===== src/design/cobs_pkg.sv =====
// Shared constants and types for the COBS frame encoder.
// No dependencies; the run buffer and the top level refer to this package.
`timescale 1ns / 1ps

package cobs_pkg;

   // Longest run of non-zero bytes held before a forced flush
   localparam int MAX_RUN   = 61;
   localparam int RUN_CNT_W = $clog2(MAX_RUN + 1);
   localparam int RUN_IDX_W = $clog2(MAX_RUN);

   localparam logic [7:0] FRAME_DELIM = 8'h00;
   localparam logic [7:0] CODE_EMPTY  = 8'h01;
   localparam logic [RUN_CNT_W-1:0] RUN_FULL = RUN_CNT_W'(MAX_RUN);

   // Access bundle for the run buffer memory
   typedef struct packed {
      logic                 wr_en;
      logic [RUN_IDX_W-1:0] wr_addr;
      logic [7:0]           wr_data;
      logic                 rd_en;
      logic [RUN_IDX_W-1:0] rd_addr;
   } buf_req_type;

   // Sequencer states, one-hot
   typedef enum logic [5:0] {
      ST_IDLE  = 6'b000001,
      ST_CODE  = 6'b000010,
      ST_READ  = 6'b000100,
      ST_DATA  = 6'b001000,
      ST_ONE   = 6'b010000,
      ST_DELIM = 6'b100000
   } state_type;

endpackage


===== src/design/cobs_req_if.sv =====
// Input channel: one raw payload byte per beat with its end-of-packet flag.
// Depends on nothing.
`timescale 1ns / 1ps

interface cobs_req_if;
   logic       valid;
   logic       ready;
   logic [7:0] data_byte;
   logic       packet_end;

   modport source (output valid, output data_byte, output packet_end, input ready);
   modport sink   (input valid, input data_byte, input packet_end, output ready);
endinterface


===== src/design/cobs_rsp_if.sv =====
// Result channel: one encoded byte per beat, flagged on the last of an item.
// Depends on nothing.
`timescale 1ns / 1ps

interface cobs_rsp_if;
   logic       valid;
   logic       ready;
   logic [7:0] out_byte;
   logic       run_last;

   modport source (output valid, output out_byte, output run_last, input ready);
   modport sink   (input valid, input out_byte, input run_last, output ready);
endinterface


===== src/design/cobs_run_buf.sv =====
// Run buffer: single-port-write, single-read memory of MAX_RUN bytes,
// read data registered. Depends on cobs_pkg.
`timescale 1ns / 1ps

module cobs_run_buf (
   input  logic                 clock,
   input  cobs_pkg::buf_req_type acc,
   output logic [7:0]           rd_data
);

   logic [7:0] mem [cobs_pkg::MAX_RUN];
   logic [7:0] rd_data_ff;

   // write port
   always_ff @(posedge clock) begin
      if (acc.wr_en) begin
         mem[acc.wr_addr] <= acc.wr_data;
      end
   end

   // registered read port
   always_ff @(posedge clock) begin
      if (acc.rd_en) begin
         rd_data_ff <= mem[acc.rd_addr];
      end
   end

   assign rd_data = rd_data_ff;

endmodule


===== src/design/cobs_frame_encoder_unit.sv =====
// COBS frame encoder top level: sequencer, run count and output register.
// Depends on cobs_pkg, cobs_req_if, cobs_rsp_if and cobs_run_buf.
`timescale 1ns / 1ps

// A non-zero byte that neither fills the run nor ends the packet is stored in
// the run buffer and produces no output. An item that flushes a run of n bytes
// emits the code byte, then the n stored bytes, then for a packet end 0x01
// (only when the run was already flushed) and the 0x00 delimiter. Each stored
// byte is first read from the run buffer memory (ST_READ) and then loaded into
// the output register (ST_DATA); a stalling sink holds the loads. The next item
// is taken once the last output beat of the current one is loaded into the
// output register. The run buffer needs no clearing after reset.
module cobs_frame_encoder_unit (
   input logic      clock,
   input logic      reset,
   cobs_req_if.sink   req_chan,
   cobs_rsp_if.source rsp_chan
);

   localparam int CW = cobs_pkg::RUN_CNT_W;
   localparam int IW = cobs_pkg::RUN_IDX_W;

   cobs_pkg::state_type state_ff, state_in;
   logic [CW-1:0] count_ff, count_in;    // bytes held in the run buffer
   logic [CW-1:0] len_ff, len_in;        // bytes in the run being flushed
   logic [IW-1:0] idx_ff, idx_in;        // read pointer during a flush
   logic          tail_one_ff, tail_one_in;
   logic          tail_zero_ff, tail_zero_in;

   logic          out_valid_ff, out_valid_in;
   logic [7:0]    out_byte_ff, out_byte_in;
   logic          out_last_ff, out_last_in;

   cobs_pkg::buf_req_type acc;
   logic [7:0]    rd_data;

   logic          accept;
   logic          slot_free;
   logic          is_zero;
   logic [CW-1:0] new_cnt;
   logic          flush_now;
   logic          idx_at_end;

   cobs_run_buf u_buf (
      .clock   (clock),
      .acc     (acc),
      .rd_data (rd_data)
   );

   assign req_chan.ready    = (state_ff == cobs_pkg::ST_IDLE);
   assign accept            = req_chan.valid && req_chan.ready;
   assign slot_free         = !out_valid_ff || rsp_chan.ready;

   assign is_zero    = (req_chan.data_byte == 8'h00);
   assign new_cnt    = is_zero ? count_ff : count_ff + CW'(1);
   assign flush_now  = is_zero || (new_cnt == cobs_pkg::RUN_FULL);
   assign idx_at_end = (idx_ff == IW'(len_ff - CW'(1)));

   // Sequencer and output register loading
   always_comb begin
      state_in     = state_ff;
      count_in     = count_ff;
      len_in       = len_ff;
      idx_in       = idx_ff;
      tail_one_in  = tail_one_ff;
      tail_zero_in = tail_zero_ff;
      out_valid_in = out_valid_ff && !rsp_chan.ready;
      out_byte_in  = out_byte_ff;
      out_last_in  = out_last_ff;
      acc          = '0;

      unique case (state_ff)
         cobs_pkg::ST_IDLE: begin
            if (accept) begin
               acc.wr_en    = !is_zero;
               acc.wr_addr  = count_ff[IW-1:0];
               acc.wr_data  = req_chan.data_byte;
               len_in       = new_cnt;
               idx_in       = '0;
               tail_one_in  = req_chan.packet_end && flush_now;
               tail_zero_in = req_chan.packet_end;
               if (flush_now || req_chan.packet_end) begin
                  count_in = '0;
                  state_in = cobs_pkg::ST_CODE;
               end else begin
                  count_in = new_cnt;
               end
            end
         end
         cobs_pkg::ST_CODE: begin
            if (slot_free) begin
               out_valid_in = 1'b1;
               out_byte_in  = {{(8-CW){1'b0}}, len_ff} + 8'd1;
               out_last_in  = (len_ff == '0) && !tail_zero_ff;
               if (len_ff != '0) begin
                  state_in = cobs_pkg::ST_READ;
               end else if (tail_one_ff) begin
                  state_in = cobs_pkg::ST_ONE;
               end else if (tail_zero_ff) begin
                  state_in = cobs_pkg::ST_DELIM;
               end else begin
                  state_in = cobs_pkg::ST_IDLE;
               end
            end
         end
         cobs_pkg::ST_READ: begin
            acc.rd_en   = 1'b1;
            acc.rd_addr = idx_ff;
            state_in    = cobs_pkg::ST_DATA;
         end
         cobs_pkg::ST_DATA: begin
            if (slot_free) begin
               out_valid_in = 1'b1;
               out_byte_in  = rd_data;
               out_last_in  = idx_at_end && !tail_zero_ff;
               idx_in       = idx_ff + IW'(1);
               if (!idx_at_end) begin
                  state_in = cobs_pkg::ST_READ;
               end else if (tail_one_ff) begin
                  state_in = cobs_pkg::ST_ONE;
               end else if (tail_zero_ff) begin
                  state_in = cobs_pkg::ST_DELIM;
               end else begin
                  state_in = cobs_pkg::ST_IDLE;
               end
            end
         end
         cobs_pkg::ST_ONE: begin
            // run was flushed just before the packet end: empty final block
            if (slot_free) begin
               out_valid_in = 1'b1;
               out_byte_in  = cobs_pkg::CODE_EMPTY;
               out_last_in  = 1'b0;
               state_in     = cobs_pkg::ST_DELIM;
            end
         end
         cobs_pkg::ST_DELIM: begin
            if (slot_free) begin
               out_valid_in = 1'b1;
               out_byte_in  = cobs_pkg::FRAME_DELIM;
               out_last_in  = 1'b1;
               state_in     = cobs_pkg::ST_IDLE;
            end
         end
         default: begin
            state_in = cobs_pkg::ST_IDLE;
         end
      endcase
   end

   // Control registers
   always_ff @(posedge clock) begin
      if (reset) begin
         state_ff     <= cobs_pkg::ST_IDLE;
         count_ff     <= '0;
         out_valid_ff <= 1'b0;
      end else begin
         state_ff     <= state_in;
         count_ff     <= count_in;
         out_valid_ff <= out_valid_in;
      end
   end

   // Payload registers
   always_ff @(posedge clock) begin
      len_ff       <= len_in;
      idx_ff       <= idx_in;
      tail_one_ff  <= tail_one_in;
      tail_zero_ff <= tail_zero_in;
      out_byte_ff  <= out_byte_in;
      out_last_ff  <= out_last_in;
   end

   assign rsp_chan.valid    = out_valid_ff;
   assign rsp_chan.out_byte = out_byte_ff;
   assign rsp_chan.run_last = out_last_ff;

endmodule


===== src/flat_wrapper.sv =====
// flat-port wrapper written by rule: the top's interface ports become plain ports
module cobs_frame_encoder_unit_flat 
  (clock, reset, req_chan_valid, req_chan_data_byte, req_chan_packet_end, req_chan_ready, rsp_chan_valid, rsp_chan_out_byte, rsp_chan_run_last, rsp_chan_ready);
  cobs_req_if req_chan_i ();
  cobs_rsp_if rsp_chan_i ();
  input logic clock;
  input logic reset;
  input wire logic [$bits(req_chan_i.valid)-1:0] req_chan_valid;
  input wire logic [$bits(req_chan_i.data_byte)-1:0] req_chan_data_byte;
  input wire logic [$bits(req_chan_i.packet_end)-1:0] req_chan_packet_end;
  output wire logic [$bits(req_chan_i.ready)-1:0] req_chan_ready;
  output wire logic [$bits(rsp_chan_i.valid)-1:0] rsp_chan_valid;
  output wire logic [$bits(rsp_chan_i.out_byte)-1:0] rsp_chan_out_byte;
  output wire logic [$bits(rsp_chan_i.run_last)-1:0] rsp_chan_run_last;
  input wire logic [$bits(rsp_chan_i.ready)-1:0] rsp_chan_ready;
  assign req_chan_i.valid = req_chan_valid;
  assign req_chan_i.data_byte = req_chan_data_byte;
  assign req_chan_i.packet_end = req_chan_packet_end;
  assign req_chan_ready = req_chan_i.ready;
  assign rsp_chan_valid = rsp_chan_i.valid;
  assign rsp_chan_out_byte = rsp_chan_i.out_byte;
  assign rsp_chan_run_last = rsp_chan_i.run_last;
  assign rsp_chan_i.ready = rsp_chan_ready;
  cobs_frame_encoder_unit u_core (.clock(clock), .reset(reset), .req_chan(req_chan_i), .rsp_chan(rsp_chan_i));
endmodule

===== config.mk =====
export PLATFORM = sky130hd
export DESIGN_NAME = cobs_frame_encoder_unit_flat
export DESIGN_NICKNAME = d
export VERILOG_FILES = /design/src/design/cobs_pkg.sv /design/src/design/cobs_req_if.sv /design/src/design/cobs_rsp_if.sv /design/src/design/cobs_run_buf.sv /design/src/design/cobs_frame_encoder_unit.sv /design/src/flat_wrapper.sv
export SDC_FILE = /design/constraint.sdc
export NUM_CORES = 1
export LEC_CHECK = 0
export BUFFER_PORTS_ARGS = -buffer_cell sky130_fd_sc_hd__buf_2
export CAP_MARGIN = 20
export CELL_PAD_IN_SITES_DETAIL_PLACEMENT = 0
export CELL_PAD_IN_SITES_GLOBAL_PLACEMENT = 1
export CORE_MARGIN = 2
export CORE_UTILIZATION = 55
export DETAILED_ROUTE_END_ITERATION = 6
export PLACE_DENSITY_LB_ADDON = 0.3
export SETUP_SLACK_MARGIN = 0.15
export SYNTH_ARGS = -nofsm -noshare
export SYNTH_HDL_FRONTEND = slang
export SYNTH_SLANG_ARGS = --single-unit

===== constraint.sdc =====
create_clock -name clock -period 4.88 [get_ports clock]
set_input_delay 0.244 -clock clock [delete_from_list [all_inputs] [get_ports clock]]
set_output_delay 0.244 -clock clock [all_outputs]
set_load 0.01 [all_outputs]

Yosys cells after proc, flatten, opt, wreduce, memory -nomap -nowiden:

Memory sizes are Yosys's and may differ from the RTL's. A register that Yosys moved wholly into a read port is not among the register bits.
Index checks and enable logic that the tools add are counted.

* register bits: 36
* memories: 1
* logic and storage cells: 83
* bits in writable memories: 488
* input bits: 13
* output and inout bits: 11

* equal/unequal tests: 14
* muxes and demuxes: 33
* reductions and logical operators: 22
* add/sub/neg operators: 4

Memories
* u_core.u_buf.mem: words 61, width 8, rd ports 1, clocked after Yosys merged registers in 1, wr ports 1, RTL line cobs_run_buf.sv:11 `logic [7:0] mem [cobs_pkg::MAX_RUN];`

Operator list (number)
* 6-bit 2-to-1 mux: 14
* 6-bit one-hot mux with 6 select lines: 1
* 8-bit 2-to-1 mux: 4
* 8-bit one-hot mux with 4 select lines: 1
* 15-bit 2-to-1 mux: 2
* 6-bit by 1-bit adder with 6-bit output (second input constant): 2
* 6-bit == test (second input constant): 2
* 6-bit one-hot mux with 2 select lines: 1
* 8-bit logical NOT: 1
* 1-bit 2-to-1 mux: 8
* 2-bit by 1-bit != test with 1-bit output (second input constant): 4
* 6-bit by 1-bit adder with 7-bit output (second input constant): 1
* 7-bit 2-to-1 mux: 1
* 6-bit by 1-bit == test with 1-bit output (second input constant): 1
* 6-bit by 2-bit == test with 1-bit output (second input constant): 1
* 6-bit by 3-bit == test with 1-bit output (second input constant): 1
* 6-bit by 4-bit == test with 1-bit output (second input constant): 1
* 6-bit by 5-bit == test with 1-bit output (second input constant): 1
* 6-bit == test: 1
* 6-bit logical NOT: 1
* 6-bit AND reduction: 1
* 6-bit nonzero test: 1
* 6-bit by 1-bit subtractor with 6-bit output (second input constant): 1
* 1-bit logical AND: 5
* other kinds (10): 16

Logic depth before layout (Yosys ltp):

Gate-level depths: netlist of the first run.

* depth after elaboration: 8
* depth in mapped cells: 11
* depth with buffers taken out: 8

By module:

From an unflattened synthesis of the first run, not the netlist that was laid out.

* cell total of the unflattened synthesis: 1136
* area, all modules: 21466.8 um^2

Modules (own cells, without submodules)
* cobs_run_buf: area each 19192.2 um^2, instances 1, cells an instance 886, seq. area each 14894.3 um^2
* cobs_frame_encoder_unit: area each 2274.7 um^2, instances 1, cells an instance 250, seq. area each 950.9 um^2

Least setup slack after synthesis of the first run:

No wires, ideal clock.

* path type: register to register
* from: register u_core.state_ff[4]
* to: memory u_core.u_buf.mem[46][0], enable pin
* data arrival time: 2.429 ns
* path buffers: 3
* clock period less this slack: 2.813 ns
* required time: 4.497 ns
* setup slack: 2.067 ns
* cell stages (with the launch flop): 11
* path through: dfxtp_1 -> clkbuf_1 -> clkbuf_1 -> nor4_1 -> nand3_1 -> inv_1 -> nand2_1 -> clkbuf_1 -> nor2_1 -> nand3_1 -> nor3_1

* cells in the longest elaborated chain, start to end: 6

Ends and longest elaborated chain
* from (decl): RTL line cobs_frame_encoder_unit.sv:23 `cobs_pkg::state_type state_ff, state_in;`
* from (signal assigned): RTL line cobs_frame_encoder_unit.sv:154 `state_ff <= cobs_pkg::ST_IDLE;`
* from (signal assigned): RTL line cobs_frame_encoder_unit.sv:158 `state_ff <= state_in;`
* 6-bit by 1-bit == test with 1-bit output *: RTL line cobs_frame_encoder_unit.sv:50, cobs_frame_encoder_unit.sv:72
* 1-bit logical AND: RTL line cobs_frame_encoder_unit.sv:51 `assign accept = req_chan.valid && req_chan.ready;`
* 15-bit 2-to-1 mux: RTL line cobs_frame_encoder_unit.sv:74 `if (accept) begin`
* 15-bit 2-to-1 mux *: RTL line cobs_frame_encoder_unit.sv:72 `unique case (state_ff)`
* 1-bit 2-to-1 mux: RTL line cobs_run_buf.sv:16 `if (acc.wr_en) begin`
* 1-bit 2-to-1 mux (not written as such): RTL line cobs_run_buf.sv:17 `mem[acc.wr_addr] <= acc.wr_data;`
* to (decl): RTL line cobs_run_buf.sv:11

Every way passes the cells marked *; elsewhere a longest branch is shown, timed or not.

Final worst setup path of the first run:

* from: register u_core.state_ff[4]
* to: memory u_core.u_buf.mem[30][4], enable pin

Same word-level chain as after synthesis.

==> results of run 1 <==
==> synthesized netlist by cell type (6+ instances only) <==
cell type	n
nor4_1	18
a211oi_1	6
inv_1	12
a22oi_1	12
or3_1	19
mux4_2	19
a221oi_1	12
dfxtp_1	13
edfxtp_1	519
o21ai_0	67
nand3_1	36
and3_1	22
xor2_1	10
o221ai_1	9
a21boi_0	9
buf_1	8
mux2i_1	65
a21oi_1	76
o22ai_1	27
xnor2_1	13
o32ai_1	7
mux2_2	22
a31oi_1	14
clkbuf_1	66
a2111oi_0	6
o221a_2	11
nand2b_1	14
nor2_1	114
nor2b_1	7
nor3_1	20
buf_2	20
o211ai_1	16
nand2_1	136
==> sequential cells by signal, summed over array words and instances (netlist names) <==
register,count
u_core.u_buf.rd_data,8
u_core.u_buf.mem,488
u_core.tail_zero_ff,1
u_core.rsp_chan.valid,1
u_core.rsp_chan.run_last,1
u_core.idx_ff,6
u_core.len_ff,6
u_core.state_ff,6
u_core.tail_one_ff,1
u_core.count_ff,6
u_core.rsp_chan.out_byte,8
==> worst min-delay path, cell delays in order <==
cell     delay [ps]
buf_2            70
nor2b_1         100
nor3_1          150
nor2_1           50
==> power breakdown <==
part / switching (mW) / leakage, nW / total, mW / internal (mW)
registers: 0.0868 / 4.88 / 5.33 / 5.25
clock network: 1.71 / 0.879 / 4.18 / 2.47
logic: 0.834 / 2.24 / 1.16 / 0.325
==> stage by stage <==
stage | setup WS, ps | util | cell area [um^2]
2_1_floorplan | 2070 | - | 22100
3_3_place_gp | 1150 | 0.572 | 22700
3_5_place_dp | 953 | 0.572 | 22700
4_1_cts | 987 | 0.617 | 24500
5_1_grt | 705 | 0.618 | 24600
6_report | 853 | 0.618 | 24600
==> layout make-up <==
class,count,area [um^2]
Tap cell,525,657
Fill cell,2977,15200
Clock buffer,60,1350
Clock inverter,38,434
Inverter,14,52.6
Sequential cell,532,15800
Multi-Input combinational cell,881,5800
Timing Repair Buffer,62,428
==> final timing paths <==
path                                         from                                end  cells after the start
hold reg to reg      u_core.tail_one_ff$_DFFE_PP_    u_core.state_ff[0]$_SDFFE_PP1P_                      1
hold / removal                     rsp_chan_ready   u_core.rsp_chan.valid$_SDFF_PP0_                      4
setup / recovery  u_core.state_ff[4]$_SDFFE_PP0P_  u_core.u_buf.mem[30][4]$_DFFE_PP_                      7
setup reg to reg  u_core.state_ff[4]$_SDFFE_PP0P_  u_core.u_buf.mem[30][4]$_DFFE_PP_                      7
==> cell families after synthesis <==
| group | count (synthesis) | synth area share |
|---|---|---|
| fa+ha+maj | 4 | 0.00226 |
| simple gates | 425 | 0.0921 |
| compound gates | 323 | 0.0979 |
| xor+xnor | 23 | 0.00911 |
| flops | 532 | 0.717 |
| buf+inv | 113 | 0.0218 |
| mux | 106 | 0.0600 |
==> layer usage <==
| metal | share of wire | track usage | vias to the layer above |
|---|---|---|---|
| met3 | 0.090 | 0.0491 | 143 |
| met5 | 0.00022 | 0 | - |
| met4 | 0.039 | 0.115 | 2 |
| met2 | 0.47 | 0.446 | 729 |
| li1 | - | - | 5997 |
| met1 | 0.40 | 0.393 | 6870 |
==> cells in the final DEF, fill, tap and decap left out, drive strengths merged, types with 21 or more instances in the layout <==
master / count
a21oi: 76
and3: 22
buf: 59
clkbuf: 61
clkinv: 29
edfxtp: 519
mux2: 22
mux2i: 65
nand2: 136
nand3: 37
nor2: 116
nor3: 21
o21ai: 71
o22ai: 27
==> impl_metrics.csv, run 1 <==
group,metric,value,unit
finish,drive_above_1_share,0.137,
timing,fin_crit,4030,ps
clocking,h-tree-depth,2,
critical_path,start_kind,"register",
yosys,netlist.area_leader.share,0.705,
yosys,yosysWarnings,0,
global_routing,grt_overflow,0,
critical_path,setup.reg_to_reg.worst_slack,850,ps
clocking,cts_sinks,532,
timing,fmax,0.248,GHz
global_routing,grtUsageTotal,0.282,
yosys,ys_ff_latch,532,
routing,vias_per_cell,6.51,
yosys,synth_ff_type,"edfxtp_1",
critical_path,crit_fanout,20,
place,portBuffers,23,
floorplanning,rows,73,
critical_path,end_kind,"register",
status,status,"completed",
global_routing,grt_pass1_vias,13300,
yosys,ys_seq_area_frac,0.717,
finish,nets,1561,
clocking,cts_buffers,53,
critical_path,worstPathArrival,4250,ps
routing,drc_errors,0,
clocking,cts_root_buffer,"clkbuf_16",
clocking,cts_buffer_depth,3,
timing,finalHoldViolations,0,
critical_path,cp_slowest_cell,"nor2_1",
yosys,synth_cell_types,78,
timing,skew,20.2,ps
timing,drv_slew,0,
place,place_hpwl,36200,um
clocking,cts_hold_repair.buffers,2,
power,p_total,10.7,mW
timing,setup_violations,0,
yosys,synth_area,22100,um^2
clocking,ctsResizeCount,0,
timing,finalSetupTns,0,ps
yosys,syn_avg_cell_area,14.5,um^2
floorplanning,die_x,204,um
place,place_inst,2009,
floorplanning,io_pins,24,
power,vdd_drop_max,0.308,mV
yosys,synth_nets,1543,
timing,worst_slew_pin_slew,1050,ps
power,powerDensity,434,nW/um^2
critical_path,critPathTopFamily,"simple AND/OR/NAND/NOR gates",
finish,antenna_cells,0,
critical_path,worstPathRequired,5100,ps
power,p_leak,8.00,nW
timing,finalCritPeriodShare,0.825,
yosys,async_reset_ff_frac,0,
place,place.gp.congestion,0.918,
yosys,syn_inst,1526,
global_routing,grt_max_degree,73,
min_path,hold_class,"in2reg",
finish,fin_cells,2112,
critical_path,crit_buf_inv,1,
flow_run,drv_cap,0,
global_routing,grt_pass1_wl,85500,um
routing,drt-pass1-iter-count,5,
routing,ant_nets,0,
floorplanning,fp.coreArea,39700,um^2
critical_path,critPathKind,"reg2reg",
finish,areaGrowthSynthToFinish,11.1,%
timing,fin_hold_ws,75.6,ps
floorplanning,initial_core_util,0.556,
routing,routed_wl,58200,um
yosys,synth_top_area_cell,"edfxtp_1",
yosys,synth_area_leaders,"edfxtp_1 (71%), mux2i_1 (2.9%), nand2_1 (2.3%), mux4_2 (1.9%), nor2_1 (1.9%)",
clocking,clk_pin_slew,60,ps
clocking,cts_tree,"done",
critical_path,cpPeakStageDelay,800,ps
timing,timing.slew.headroom,0.302,
routing,num_vias,13700,
routing,drt_iter0_drc,1686,
clocking,post_cts_buffers,0,
global_routing,antenna_found_initial,1,
yosys,synth-edff-count,519,
clocking,clkLatencyLatePin,600,ps
timing,grt_setup_unrepaired,"false",
critical_path,cp_cell_sequence,"nor4_1 > nand3_1 > inv_1 > nand2_1 > nor2_1 > nand3_1 > nor2_1",
routing,wl_per_cell,27.5,um
floorplanning,die_area,41800,um^2
floorplanning,die_h,204,um
No activity file was read; power rests on OpenSTA's default activity.
==> run 2, diff against run 1 <==
--- a/config.mk
+++ b/config.mk
@@ -10,7 +10,7 @@
 export CELL_PAD_IN_SITES_DETAIL_PLACEMENT = 0
 export CELL_PAD_IN_SITES_GLOBAL_PLACEMENT = 1
 export CORE_MARGIN = 2
-export CORE_UTILIZATION = 55
+export CORE_UTILIZATION = 48
 export DETAILED_ROUTE_END_ITERATION = 6
 export PLACE_DENSITY_LB_ADDON = 0.3
 export SETUP_SLACK_MARGIN = 0.15
==> constraint.sdc (replaced) <==
create_clock -name clock -period 3.2 [get_ports clock]
set_input_delay 0.16 -clock clock [delete_from_list [all_inputs] [get_ports clock]]
set_output_delay 0.16 -clock clock [all_outputs]
set_load 0.01 [all_outputs]
==> run 2 against run 1 <==
Compared with the run above:
- utilization down 4.9 points
- combinational power is 66% higher
- wire length up 3.8%
- final cell count rose by 9.5%
- clock power grew 59%
- first-iteration DRC count fell by 8.5%
- critical path type unchanged
- largest power group unchanged
==> impl_metrics.csv, run 2 (synthesis gave the netlist of run 1 again) <==
group,metric,value,unit
clocking,clk_pin_slew,60,ps
power,p_comb_frac,0.116,
timing,finalCritPeriodShare,0.935,
clocking,cts_buffers,55,
routing,routed_wl,60400,um
critical_path,worstPathRequired,3540,ps
finish,antenna_cells,0,
floorplanning,fp.coreArea,45400,um^2
critical_path,cpPeakStageDelay,480,ps
routing,drt_iter0_drc,1543,
power,internal_power,12.5,mW
place,place.gp.congestion,0.938,
timing,setup_ws,209,ps
global_routing,grt_pass1_wl,89000,um
finish,drive_above_1_share,0.208,
floorplanning,io_pins,24,
clocking,clkLatencyLatePin,620,ps
finish,regMostFlops,"u_core.u_buf.mem",
critical_path,critPathKind,"reg2reg",
place,dp_slack,79.4,ps
global_routing,antenna_found_initial,0,
floorplanning,initial_core_util,0.487,
power,vdd_drop_max,0.456,mV
critical_path,end_kind,"register",
timing,worst_slew_pin_slew,789,ps
power,netSwitchingFraction,0.248,
routing,drt-pass1-iter-count,5,
power,seq_power_share,0.486,
finish,layout_commonest_cell,"edfxtp_1",
routing,ant_nets,0,
clocking,cts_sinks,532,
floorplanning,die_area,47800,um^2
finish,areaGrowthSynthToFinish,16.9,%
timing,skew,17.5,ps
finish,nets,1683,
floorplanning,rows,78,
finish,layout_common_cells,"edfxtp_1 (519), buf_4 (145), nand2_1 (135), nor2_1 (110), a21oi_1 (76)",
global_routing,grtUsageTotal,0.255,
timing,grt_setup_unrepaired,"true",
clocking,h-tree-depth,2,
place,place_hpwl,39500,um
timing,fmax,0.334,GHz
critical_path,cp_slowest_cell,"dfxtp_1",
timing,timing.slew.headroom,0.468,
timing,finalSetupTns,0,ps
global_routing,grt_pass1_vias,13500,
critical_path,crit_fanout,15,
power,switchingPower,4.13,mW
finish,largest_reg_flops,488,
place,portBuffers,23,
global_routing,grt_max_degree,80,
floorplanning,die_h,219,um
clocking,cts_tree,"done",
timing,finalHoldViolations,0,
critical_path,setup.reg_to_reg.worst_slack,210,ps
flow_run,drv_cap,0,
power,p_leak,8.69,nW
clocking,cts_root_buffer,"clkbuf_16",
critical_path,cp_cell_sequence,"or2_2 > buf_4 > or3_1 > mux4_2 > o2bb2ai_1 > a31oi_1 > o32ai_1",
power,clkPwrFrac,0.398,
critical_path,worstPathArrival,3330,ps
finish,postLayoutCoreUtil,0.569,
timing,fin_crit,2990,ps
min_path,hold_class,"in2reg",
timing,setup_violations,0,
floorplanning,die_x,219,um
power,powerDensity,645,nW/um^2
routing,drc_errors,0,
critical_path,start_kind,"register",
timing,drv_slew,0,
routing,num_vias,14100,
clocking,cts_buffer_depth,3,
power,p_total,16.7,mW
routing,wl_per_cell,26.1,um
routing,vias_per_cell,6.10,
global_routing,grt_overflow,0,
status,status,"completed",
[run 2: changes by cell type in the layout (fill, tap and decap cells not counted), moves of 3 or more]
cell        change
buf_12          +9
buf_4         +111
clkbuf_16       +3
clkinv_1        +3
clkinvlp_4      +3
nor2_1          -4
nor2_2          +4
[run 2: worst paths after layout]
| check | startpoint | end | cells after the start |
|---|---|---|---|
| hold reg to reg | u_core.tail_one_ff$_DFFE_PP_ | u_core.state_ff[0]$_SDFFE_PP1P_ | 1 |
| hold / removal | req_chan_valid | u_core.state_ff[0]$_SDFFE_PP1P_ | 4 |
| setup reg to reg | u_core.state_ff[5]$_SDFFE_PP0P_ | u_core.u_buf.rd_data[4]$_DFFE_PN_ | 7 |
| setup / recovery | u_core.state_ff[5]$_SDFFE_PP0P_ | u_core.u_buf.rd_data[4]$_DFFE_PN_ | 7 |
[run 2: metrics by stage]
stage / hold slack [ps] / area [um^2] / instances
2_1_floorplan: 232 / 22100 / 1526
3_3_place_gp: 418 / 23800 / 2203
3_5_place_dp: 415 / 23800 / 2203
4_1_cts: 27.7 / 25700 / 2310
5_1_grt: 82.5 / 25800 / 2313
6_report: 55.6 / 25800 / 2313
[run 2: cell type report]
type	instances	area, um^2
Inverter	14	52.6
Multi-Input combinational cell	881	5880
Tap cell	600	751
Clock inverter	43	459
Fill cell	3595	19500
Timing Repair Buffer	182	1430
Clock buffer	61	1420
Sequential cell	532	15800
[run 2: worst max-delay path: cells and delay by family (launching register included)]
kind                   cells  cell delay (ps)
buffers and inverters      1              210
AND/OR/NAND/NOR            2              850
flip-flops                 1              480
multiplexers               1              470
AO/OA/AOI/OAI              3              700
[run 2: per-layer routing]
| layer | vias to the layer above | global-route usage | routed length, um |
|---|---|---|---|
| li1 | 6250 | - | - |
| met1 | 7074 | 0.349 | 24800 |
| met2 | 634 | 0.400 | 28000 |
| met3 | 141 | 0.0451 | 4910 |
| met4 | 0 | 0.118 | 2740 |
| met5 | - | 0 | 0 |
[run 2: power groups by stage]
stage / Sequential (mW) / Combinational (mW) / Clock [mW]
2_1_floorplan: 8.20 / 1.10 / 0
3_3_place_gp: 8.24 / 1.87 / 0
3_5_place_dp: 8.24 / 1.88 / 0
4_1_cts: 8.10 / 1.90 / 6.71
5_1_grt: 8.11 / 2.06 / 6.99
6_report: 8.10 / 1.93 / 6.63
[run 2: repair_timing]
item	in CTS	in global routing
hold endpoints to repair	14	0
pin swaps	0	2
gates cloned	0	0
gates resized for setup	2	16
buffers inserted	0	2
setup endpoints to repair	2	92
hold buffers	3	0
